File: config.mk
export PLATFORM = sky130hd
export DESIGN_NAME = rpn_four_level_stack_alu_core
export DESIGN_NICKNAME = d
export VERILOG_FILES = /design/src/rtl/rpn_pkg.sv /design/src/rtl/rpn_four_level_stack_alu_core.sv
export SDC_FILE = /design/constraint.sdc
export NUM_CORES = 2
export LEC_CHECK = 0
export BUFFER_PORTS_ARGS = -buffer_cell sky130_fd_sc_hd__buf_2
export CAP_MARGIN = 10
export CORE_ASPECT_RATIO = 1.2
export CORE_MARGIN = 8
export CORE_UTILIZATION = 55
export CTS_BUF_LIST = sky130_fd_sc_hd__clkbuf_8
export DETAILED_ROUTE_END_ITERATION = 6
export PLACE_DENSITY_LB_ADDON = 0.08
export SLEW_MARGIN = 20
export SYNTH_ARGS = -nofsm -noshare
export SYNTH_HDL_FRONTEND = slang
export SYNTH_SLANG_ARGS = --single-unit
export TNS_END_PERCENT = 100
File: constraint.sdc
create_clock -name clk -period 12.1 [get_ports clk]
set_input_delay 1.21 -clock clk [delete_from_list [all_inputs] [get_ports clk]]
set_output_delay 1.21 -clock clk [all_outputs]
set_load 0.05 [all_outputs]
File: src/rtl/rpn_pkg.sv
// Types, constants and microcode ROM for the four-level RPN stack ALU.
`timescale 1ns / 1ps

package rpn_pkg;

	localparam int DW       = 32;                    // data width, signed fixed point
	localparam int FRAC     = 16;                    // fraction bits
	localparam int WIDE_W   = 2 * DW;                // full product width
	localparam int QW       = DW + FRAC;             // dividend and quotient width
	localparam int CNT_W    = $clog2(QW);
	localparam int CMD_W    = 3;
	localparam int ST_W     = 2;
	localparam int IN_W     = ((DW + 7) / 8) * 8;
	localparam int OUT_W    = ((4 * DW + ST_W + 7) / 8) * 8;
	localparam int UPC_W    = 4;

	typedef logic [DW-1:0]    word_t;
	typedef logic [WIDE_W-1:0] wide_t;
	typedef logic [CMD_W-1:0] cmd_t;
	typedef logic [ST_W-1:0]  status_t;
	typedef logic [UPC_W-1:0] upc_t;

	// Command codes
	localparam cmd_t CMD_PUSH = 3'd0;
	localparam cmd_t CMD_ADD  = 3'd1;
	localparam cmd_t CMD_SUB  = 3'd2;
	localparam cmd_t CMD_MUL  = 3'd3;
	localparam cmd_t CMD_DIV  = 3'd4;

	// Status codes
	localparam status_t ST_OK    = 2'd0;
	localparam status_t ST_DIV0  = 2'd1;
	localparam status_t ST_BADOP = 2'd2;
	localparam status_t ST_SAT   = 2'd3;

	localparam word_t W_SIGN = {1'b1, {(DW-1){1'b0}}};
	localparam word_t W_MAXP = {1'b0, {(DW-1){1'b1}}};

	// Datapath action of one microstep
	typedef enum logic [3:0] {
		UOP_LATCH,
		UOP_PUSH,
		UOP_POP2,
		UOP_ADD,
		UOP_SUB,
		UOP_MULP,
		UOP_MULW,
		UOP_DIVINIT,
		UOP_DIVSTEP,
		UOP_DIVW,
		UOP_BAD,
		UOP_EMIT
	} uop_t;

	// Sequencing of one microstep
	typedef enum logic [2:0] {
		COND_NEXT,      // advance
		COND_GOTO,      // jump to target
		COND_START,     // hold until a transaction is taken, then branch on push
		COND_OPER,      // branch on the operator
		COND_DIV0,      // jump to target on a zero divisor, else advance
		COND_LOOP,      // hold until the last divide step, then advance
		COND_OUT        // hold until the output register is free, then jump
	} cond_t;

	typedef struct packed {
		uop_t  uop;
		cond_t cond;
		upc_t  target;
	} ctrl_t;

	// Microprogram addresses
	localparam upc_t A_WAIT    = 4'd0;
	localparam upc_t A_PUSH    = 4'd1;
	localparam upc_t A_POP     = 4'd2;
	localparam upc_t A_ADD     = 4'd3;
	localparam upc_t A_SUB     = 4'd4;
	localparam upc_t A_MUL     = 4'd5;
	localparam upc_t A_MULW    = 4'd6;
	localparam upc_t A_DIV     = 4'd7;
	localparam upc_t A_DIVSTEP = 4'd8;
	localparam upc_t A_DIVW    = 4'd9;
	localparam upc_t A_BAD     = 4'd10;
	localparam upc_t A_EMIT    = 4'd11;

	function automatic ctrl_t ucode_rom(input upc_t addr);
		ctrl_t cw;
		case (addr)
			A_WAIT:    cw = '{UOP_LATCH,   COND_START, A_WAIT};
			A_PUSH:    cw = '{UOP_PUSH,    COND_GOTO,  A_EMIT};
			A_POP:     cw = '{UOP_POP2,    COND_OPER,  A_WAIT};
			A_ADD:     cw = '{UOP_ADD,     COND_GOTO,  A_EMIT};
			A_SUB:     cw = '{UOP_SUB,     COND_GOTO,  A_EMIT};
			A_MUL:     cw = '{UOP_MULP,    COND_NEXT,  A_WAIT};
			A_MULW:    cw = '{UOP_MULW,    COND_GOTO,  A_EMIT};
			A_DIV:     cw = '{UOP_DIVINIT, COND_DIV0,  A_EMIT};
			A_DIVSTEP: cw = '{UOP_DIVSTEP, COND_LOOP,  A_WAIT};
			A_DIVW:    cw = '{UOP_DIVW,    COND_GOTO,  A_EMIT};
			A_BAD:     cw = '{UOP_BAD,     COND_GOTO,  A_EMIT};
			A_EMIT:    cw = '{UOP_EMIT,    COND_OUT,   A_WAIT};
			default:   cw = '{UOP_LATCH,   COND_GOTO,  A_WAIT};
		endcase
		return cw;
	endfunction

	// Entry point of each operator after both operands are popped
	function automatic upc_t oper_addr(input cmd_t cmd);
		upc_t a;
		case (cmd)
			CMD_ADD: a = A_ADD;
			CMD_SUB: a = A_SUB;
			CMD_MUL: a = A_MUL;
			CMD_DIV: a = A_DIV;
			default: a = A_BAD;
		endcase
		return a;
	endfunction

	function automatic word_t magnitude(input word_t v);
		return v[DW-1] ? (~v + word_t'(1)) : v;
	endfunction

	typedef struct packed {
		logic  sat;
		word_t val;
	} satres_t;

	// Apply a sign to an unsigned magnitude, clamping to the signed range
	function automatic satres_t sign_sat(input logic neg, input wide_t q);
		wide_t   lim;
		word_t   m;
		satres_t r;
		lim   = neg ? WIDE_W'(W_SIGN) : WIDE_W'(W_MAXP);
		r.sat = (q > lim);
		m     = r.sat ? lim[DW-1:0] : q[DW-1:0];
		r.val = neg ? (~m + word_t'(1)) : m;
		return r;
	endfunction

endpackage

File: src/rtl/rpn_four_level_stack_alu_core.sv
// Four-level RPN stack (X, Y, Z, T) with a microcoded saturating fixed-point ALU.
`timescale 1ns / 1ps

// Usage:
//   Input channel s_*: one transaction is one command. s_tuser carries the
//   command (push, add, subtract, multiply, divide; other codes are unknown
//   operators), s_tdata the signed Q16.16 value that a push loads into X.
//   Output channel m_*: one transaction per command, holding X, Y, Z, T after
//   the command and a status (ok, divide by zero, unknown operator, saturated).
//   A microprogram in a small ROM runs each command, one microstep per cycle
//   except where a step holds. A push loads X, then emits; add, subtract and
//   unknown operators pop both operands, then compute or flag and emit; multiply
//   forms the product, then writes it back; divide goes to emit on a zero
//   divisor, else runs 48 radix-2 steps of the iterative divider and writes back.
//   A new command is taken in the cycle after the result is loaded.
//   The output register holds a result while m_tready is low; the sequencer
//   may take and compute the next command meanwhile and waits in its last
//   step until the register is free.
//   Reset clears the stack to zero, empties the output register and returns
//   the sequencer to its wait step.
module rpn_four_level_stack_alu_core (
	input  logic                       clk,
	input  logic                       arst_n,
	input  logic                       s_tvalid,
	output logic                       s_tready,
	input  logic [rpn_pkg::IN_W-1:0]   s_tdata,   // value[31:0]
	input  logic [rpn_pkg::CMD_W-1:0]  s_tuser,   // cmd[2:0]
	output logic                       m_tvalid,
	input  logic                       m_tready,
	output logic [rpn_pkg::OUT_W-1:0]  m_tdata    // x_value, y_value, z_value, t_value, status
);
	import rpn_pkg::*;

	// Sequencer
	upc_t    upc_q;
	upc_t    upc_next;
	ctrl_t   cw;

	// Stack
	word_t   x_q, y_q, z_q, t_q;

	// Datapath registers
	cmd_t    cmd_q;
	word_t   val_q;
	status_t status_q;
	word_t   a_q, b_q, ma_q, mb_q;
	logic    neg_q;
	wide_t   prod_q;
	word_t   rem_q;
	logic [QW-1:0]    quo_q;
	logic [CNT_W-1:0] cnt_q;

	// Output register
	logic             m_tvalid_q;
	logic [OUT_W-1:0] m_tdata_q;

	logic    s_accept, out_free, cnt_last, div_zero;
	word_t   sum, diff, add_res, sub_res;
	logic    add_ovf, sub_ovf;
	satres_t mul_sat, div_sat;
	logic [DW:0]   rem_sh;
	logic          rem_ge;
	word_t         rem_next;

	assign cw       = ucode_rom(upc_q);
	assign s_tready = (cw.cond == COND_START);
	assign s_accept = s_tvalid && s_tready;
	assign out_free = !m_tvalid_q || m_tready;
	assign cnt_last = (cnt_q == CNT_W'(QW - 1));
	assign div_zero = (mb_q == '0);
	assign m_tvalid = m_tvalid_q;
	assign m_tdata  = m_tdata_q;

	// Add and subtract with saturation
	assign sum     = a_q + b_q;
	assign diff    = a_q - b_q;
	assign add_ovf = (a_q[DW-1] == b_q[DW-1]) && (sum[DW-1] != a_q[DW-1]);
	assign sub_ovf = (a_q[DW-1] != b_q[DW-1]) && (diff[DW-1] != a_q[DW-1]);
	assign add_res = add_ovf ? (a_q[DW-1] ? W_SIGN : W_MAXP) : sum;
	assign sub_res = sub_ovf ? (a_q[DW-1] ? W_SIGN : W_MAXP) : diff;

	assign mul_sat = sign_sat(neg_q, prod_q >> FRAC);
	assign div_sat = sign_sat(neg_q, WIDE_W'(quo_q));

	// One restoring divide step: bring in the next dividend bit
	assign rem_sh   = {rem_q, quo_q[QW-1]};
	assign rem_ge   = (rem_sh >= {1'b0, mb_q});
	assign rem_next = rem_ge ? DW'(rem_sh - {1'b0, mb_q}) : rem_sh[DW-1:0];

	always_comb begin
		upc_next = upc_q;
		case (cw.cond)
			COND_NEXT:  upc_next = upc_q + upc_t'(1);
			COND_GOTO:  upc_next = cw.target;
			COND_START: begin
				if (s_accept) begin
					upc_next = (s_tuser == CMD_PUSH) ? A_PUSH : A_POP;
				end
			end
			COND_OPER:  upc_next = oper_addr(cmd_q);
			COND_DIV0:  upc_next = div_zero ? cw.target : upc_q + upc_t'(1);
			COND_LOOP:  upc_next = cnt_last ? upc_q + upc_t'(1) : upc_q;
			COND_OUT:   upc_next = out_free ? cw.target : upc_q;
			default:    upc_next = A_WAIT;
		endcase
	end

	// Control state and stack
	always_ff @(posedge clk or negedge arst_n) begin
		if (!arst_n) begin
			upc_q      <= A_WAIT;
			m_tvalid_q <= 1'b0;
			x_q        <= '0;
			y_q        <= '0;
			z_q        <= '0;
			t_q        <= '0;
		end else begin
			upc_q <= upc_next;
			if (cw.uop == UOP_EMIT && out_free) begin
				m_tvalid_q <= 1'b1;
			end else if (m_tready) begin
				m_tvalid_q <= 1'b0;
			end
			case (cw.uop)
				UOP_PUSH: begin
					t_q <= z_q; z_q <= y_q; y_q <= x_q; x_q <= val_q;
				end
				UOP_POP2: begin
					x_q <= z_q; y_q <= t_q; z_q <= t_q;
				end
				UOP_ADD: begin
					t_q <= z_q; z_q <= y_q; y_q <= x_q; x_q <= add_res;
				end
				UOP_SUB: begin
					t_q <= z_q; z_q <= y_q; y_q <= x_q; x_q <= sub_res;
				end
				UOP_MULW: begin
					t_q <= z_q; z_q <= y_q; y_q <= x_q; x_q <= mul_sat.val;
				end
				UOP_DIVW: begin
					t_q <= z_q; z_q <= y_q; y_q <= x_q; x_q <= div_sat.val;
				end
				default: ;
			endcase
		end
	end

	// Operands, arithmetic units and output payload
	always_ff @(posedge clk) begin
		case (cw.uop)
			UOP_LATCH: begin
				if (s_accept) begin
					cmd_q    <= s_tuser;
					val_q    <= s_tdata[DW-1:0];
					status_q <= ST_OK;
				end
			end
			UOP_POP2: begin
				b_q   <= x_q;
				a_q   <= y_q;
				mb_q  <= magnitude(x_q);
				ma_q  <= magnitude(y_q);
				neg_q <= x_q[DW-1] ^ y_q[DW-1];
			end
			UOP_ADD: begin
				if (add_ovf) status_q <= ST_SAT;
			end
			UOP_SUB: begin
				if (sub_ovf) status_q <= ST_SAT;
			end
			UOP_MULP: prod_q <= ma_q * mb_q;
			UOP_MULW: begin
				if (mul_sat.sat) status_q <= ST_SAT;
			end
			UOP_DIVINIT: begin
				if (div_zero) status_q <= ST_DIV0;
				rem_q <= '0;
				quo_q <= QW'(ma_q) << FRAC;
				cnt_q <= '0;
			end
			UOP_DIVSTEP: begin
				rem_q <= rem_next;
				quo_q <= {quo_q[QW-2:0], rem_ge};
				cnt_q <= cnt_q + CNT_W'(1);
			end
			UOP_DIVW: begin
				if (div_sat.sat) status_q <= ST_SAT;
			end
			UOP_BAD: status_q <= ST_BADOP;
			UOP_EMIT: begin
				if (out_free) begin
					m_tdata_q <= OUT_W'({status_q, t_q, z_q, y_q, x_q});
				end
			end
			default: ;
		endcase
	end

`ifndef SYNTHESIS
	a_one_per_wait: assert property (@(posedge clk) disable iff (!arst_n)
		s_accept |=> !s_tready)
		else $error("second command taken while one is in progress");

	a_upc_range: assert property (@(posedge clk) disable iff (!arst_n)
		upc_q <= A_EMIT)
		else $error("microprogram counter outside the program");

	a_div_nonzero: assert property (@(posedge clk) disable iff (!arst_n)
		(upc_q == A_DIVSTEP) |-> !div_zero)
		else $error("divide loop running with a zero divisor");
`endif

endmodule
### Yosys cells after proc, flatten, opt, wreduce, memory -nomap -nowiden

Memory sizes are Yosys's and may differ from the RTL's.
Cells that the tools add are included.
Widths: inputs -> output; s select.

* bits in registers: 579
* ROM bits: 160
* input port bits: 39
* output and inout bits: 138
* memories: 1

* $add $sub $neg: 9
* $mul: 1
* $lt $le $gt $ge: 3
* equality and inequality tests: 35
* multiplexer cells: 33
* bitwise operators: 5
* reductions and logical operators: 20

Memory list
* (no name shown): words 16, bits a word 10, rd ports 1, clocked after memory_dff 0, write ports 0, RTL line rpn_pkg.sv:88 `case (addr)`

Operators with widths (count)
* $mux 32: 9
* $pmux 32 s2: 3
* $pmux 32 s6: 1
* $add 32x1->32 const B: 4
* $not 32->32: 4
* $pmux 48 s2: 1
* $gt 48x64->1: 1
* $mul 32x32->64: 1
* $sub 32x32->32: 2
* $mux 31: 2
* $gt 48x32->1: 1
* $ge 33x32->1: 1
* $add 32x32->32: 1
* $logic_not 32->1: 1
* $pmux 4 s7: 1
* $eq 4x3->1 const B: 4
* $eq 4x4->1 const B: 4
* $mux 4: 4
* $ne 2x2->1 const B: 8
* $pmux 4 s4: 1
* $mux 2: 7
* $pmux 2 s7: 1
* $eq 3x2->1 const B: 4
* $eq 3x3->1 const B: 4
* other kinds (24): 36

### Depth between registers and ports, before layout

* word-level depth: 7
* depth in mapped cells: 30

### Worst setup path before layout

OpenSTA, ideal clock, no wires.

* kind: flip-flop to flip-flop
* start point: register mb_q[2]
* end point: register prod_q[57], data pin
* library setup time: 0.265 ns
* arrival: 7.124 ns
* data required time: 11.835 ns
* slack: 4.711 ns
* cell stages (with the launch flop): 26
* clock period less this slack: 7.389 ns
* cell sequence: edfxtp_1 -> clkbuf_1 -> and2_1 -> fa_1 -> inv_1 -> fa_1 -> fa_1 -> fa_1 -> inv_1 -> fa_1 -> fa_1 -> fa_1 -> fa_1 -> ha_1 -> a2111oi_0 -> o21ai_0 -> o21a_1 -> a21oi_1 -> nor2b_1 -> a31o_2 -> clkbuf_1 -> a211o_1 -> a21o_1 -> a31oi_1 -> o21ai_0 -> xor2_1

* cells in the longest elaborated chain, start to end: 1

Ends and longest elaborated chain
* start, declared: RTL line rpn_four_level_stack_alu_core.sv:46 `word_t a_q, b_q, ma_q, mb_q;`
* start signal, assigned: RTL line rpn_four_level_stack_alu_core.sv:161 `mb_q <= magnitude(x_q);`
* $mul 32x32->64: RTL line rpn_four_level_stack_alu_core.sv:171 `UOP_MULP: prod_q <= ma_q * mb_q;`
* end signal, assigned: RTL line rpn_four_level_stack_alu_core.sv:171
* end, declared: RTL line rpn_four_level_stack_alu_core.sv:48 `wide_t prod_q;`

Every way passes these cells.
A chain may end at the register's enable or synchronous reset.

### Worst setup path after layout

* start point: register mb_q[25]
* end point: register prod_q[57], data pin

Same word-level chain as after synthesis.

==> impl_metrics.py <==
metrics = {
    "timing": {
        "slew_headroom": 0.1073,
        "finalSetupTns_ns": 0,
        "tightest_slew_ns": 1.322,
        "rsz0062_at_grt": "no",
        "slew_viol_final": 0,
        "postLayoutSetupSlackWorst_ns": 3.595,
        "hold_viol": 0,
        "fin_crit_sh": 0.7029,
        "setup_violations": 0,
        "clock.fmax_mhz": 117.6,
        "fin_skew_ns": 0.06686,
        "period_minus_slack_ns": 8.505,
    },
    "layout": {
        "layout.cells.most_common": "inv_1",
        "post-route-util": 0.5926,
        "area_delta_synth_final_pct": 6.906,
        "layout-drive-gt1-share": 0.07509,
        "fin_nets": 7953,
        "layout_common_cells": "inv_1 (1060), fa_1 (899), nand2_1 (694), and2_1 (649), ha_1 (431)",
        "final_cell_count_no_fill": 8184,
        "fillers": 10080,
    },
    "synthesis": {
        "syn_inst": 6546,
        "synth-xor-area-share": 0.02594,
        "yosys.cell_types.count": 86,
        "synth_top_family_by_area": "adder cells",
        "syn_area_um2": 63490,
        "synth_seq_area_share": 0.2549,
        "synth_adder_area_share": 0.3686,
        "synth-edff-count": 428,
        "yosys.area_share.simple": 0.1600,
        "ys_seq_elements": 561,
        "synth.area.mux_share": 0.01096,
        "synth_compound_area_frac": 0.09677,
        "synth_flop_cell": "edfxtp_1",
        "ys_warn_count": 0,
        "synth_area_per_cell_um2": 9.698,
        "ys_async_sr_fraction": 0.2371,
    },
    "clock_network": {
        "cts_buffers": 92,
        "clock_sinks": 561,
        "clk_latency_ns": 0.81,
        "clockRootBuffer": "clkbuf_8",
        "cts_max_path_buffers": 3,
        "clk_pin_slew_ns": 0.08,
        "tritoncts": "yes",
        "cts_setup_buffers": 0,
        "htree_levels": 3,
        "cts-resized-gates": 0,
        "cts_hold_buf": 0,
    },
    "drt": {
        "avgViaCountPerCell": 5.904,
        "initialDrtViolationCount": 3922,
        "first_pass_iters": 6,
        "postRouteAntennaNets": 0,
        "wl_um": 213700,
        "post_drt_wl_per_cell_um": 26.11,
        "num_vias": 48320,
        "drc": 0,
    },
    "die": {
        "die_h_um": 388.2,
        "io_pins": 177,
        "initial_core_util": 0.5544,
        "die_w_um": 326.1,
        "fp-row-count": 136,
        "coreArea_um2": 114500,
        "die-area_um2": 126600,
    },
    "setup_path": {
        "cp_data_required_time_ns": 12.65,
        "path_delay_family": "adder cells",
        "worstPathMaxFanout": 18,
        "crit_slowest_cell": "edfxtp_1",
        "slowest_delay_ns": 0.87,
        "cp.buffers_inverters": 4,
        "setup.worst_path.class": "reg -> reg",
        "regToRegSetupSlack_ns": 3.60,
        "critPathCaptureType": "register",
        "critPathArrivalTime_ns": 9.06,
        "critPathMostFrequentCell": "fa_1",
        "worstSetupStartpointType": "register",
    },
    "hold_path": {
        "hold_class": "reg -> reg",
    },
    "outcome": {
        "outcome": "completed",
    },
    "placement": {
        "place_ws_ns": 3.552,
        "place_congestion": 0.9949,
        "port_buffers": 170,
        "dpl.hpwl_um": 156400,
        "place_inst": 8006,
    },
    "run": {
        "drv_cap": 0,
    },
    "global_route": {
        "antenna_found_initial": 12,
        "grtUsageTotal": 0.3392,
        "grt_max_degree": 96,
        "overflow": 0,
        "grt_pass1_vias": 50830,
        "grt_pass1_wl_um": 323300,
    },
}
==> flip-flops by register name (all words and copies together) (netlist names), 2 cells and up <==
name,flops
m_tdata,130
prod_q,48
quo_q,48
a_q,32
b_q,32
rem_q,32
t_q,32
val_q,32
x_q,32
y_q,32
z_q,32
ma_q,31
mb_q,31
cnt_q,6
upc_q,4
cmd_q,3
status_q,2
==> metrics by stage <==
stage                     hold WS, ns  cell area, um^2
after floorplan                0.4003            63500
after global placement         0.4423            65870
after detailed placement       0.4045            65910
after CTS                      0.4152            67830
after global routing           0.4644            67860
final                          0.4408            67870
==> path summary, 6_finish.rpt <==
path,endpoint,from,cells past startpoint
max,prod_q[57]$_DFFE_PN_,mb_q[25]$_DFFE_PP_,25
min,m_tdata[128]$_DFFE_PP_,status_q[0]$_DFFE_PP_,0
max reg2reg,prod_q[57]$_DFFE_PN_,mb_q[25]$_DFFE_PP_,25
min reg2reg,m_tdata[128]$_DFFE_PP_,status_q[0]$_DFFE_PP_,0
max in group asynchronous,y_q[2]$_DFFE_PN0P_,arst_n,2
min in group asynchronous,m_tvalid$_DFFE_PN0P_,arst_n,1
==> synth_stat cells, types with 40 or more instances <==
master    instances  area share
nand2_1         697       0.041
edfxtp_1        428        0.20
fa_1            899        0.28
o21ai_0         278       0.022
nand3_1          50      0.0039
ha_1            431       0.085
dfrtp_1         133       0.052
clkbuf_1        343       0.020
and2_1          649       0.064
a21o_1           71      0.0084
inv_1          1030       0.061
xor2_1           46      0.0063
xnor2_1         142       0.020
o31ai_1          40      0.0047
nor2_1          269       0.016
a21oi_1         310       0.024
nor3_1           72      0.0057
or3_1            47      0.0046
==> cell families (layout without fill, tap and decap cells) <==
family,Yosys count,count (layout)
AOI/OAI and AO/OA,999,999
xor gates and xnor gates,188,188
adders and majority gates,1331,1331
DFF,561,561
muxes,65,65
other,1,13
buffers and inverters,1390,1498
and+or+nand+nor,2011,2011
==> cell type report <==
type                            count  area (um^2)  area share
Clock buffer                      101         1390     0.02048
Antenna cell                        7        17.52   0.0002581
Timing Repair Buffer              299         1862     0.02743
Multi-Input combinational cell   4600        42120      0.6206
Sequential cell                   561        16180      0.2384
Clock inverter                     68        528.0    0.007780
Inverter                         1030         3871     0.05704
Tap cell                         1518         1899     0.02798
==> metal layers <==
metal	routed length, um	track usage	vias to the layer above
li1	-	-	21250
met4	17960	0.2279	4
met2	100900	0.5577	1958
met1	80190	0.4090	24470
met5	37	0	-
met3	14600	0.05831	639
Power is left out: the tool's default activity adds up to more than one toggle a clock period on the data nets, which glitch-free logic cannot reach.
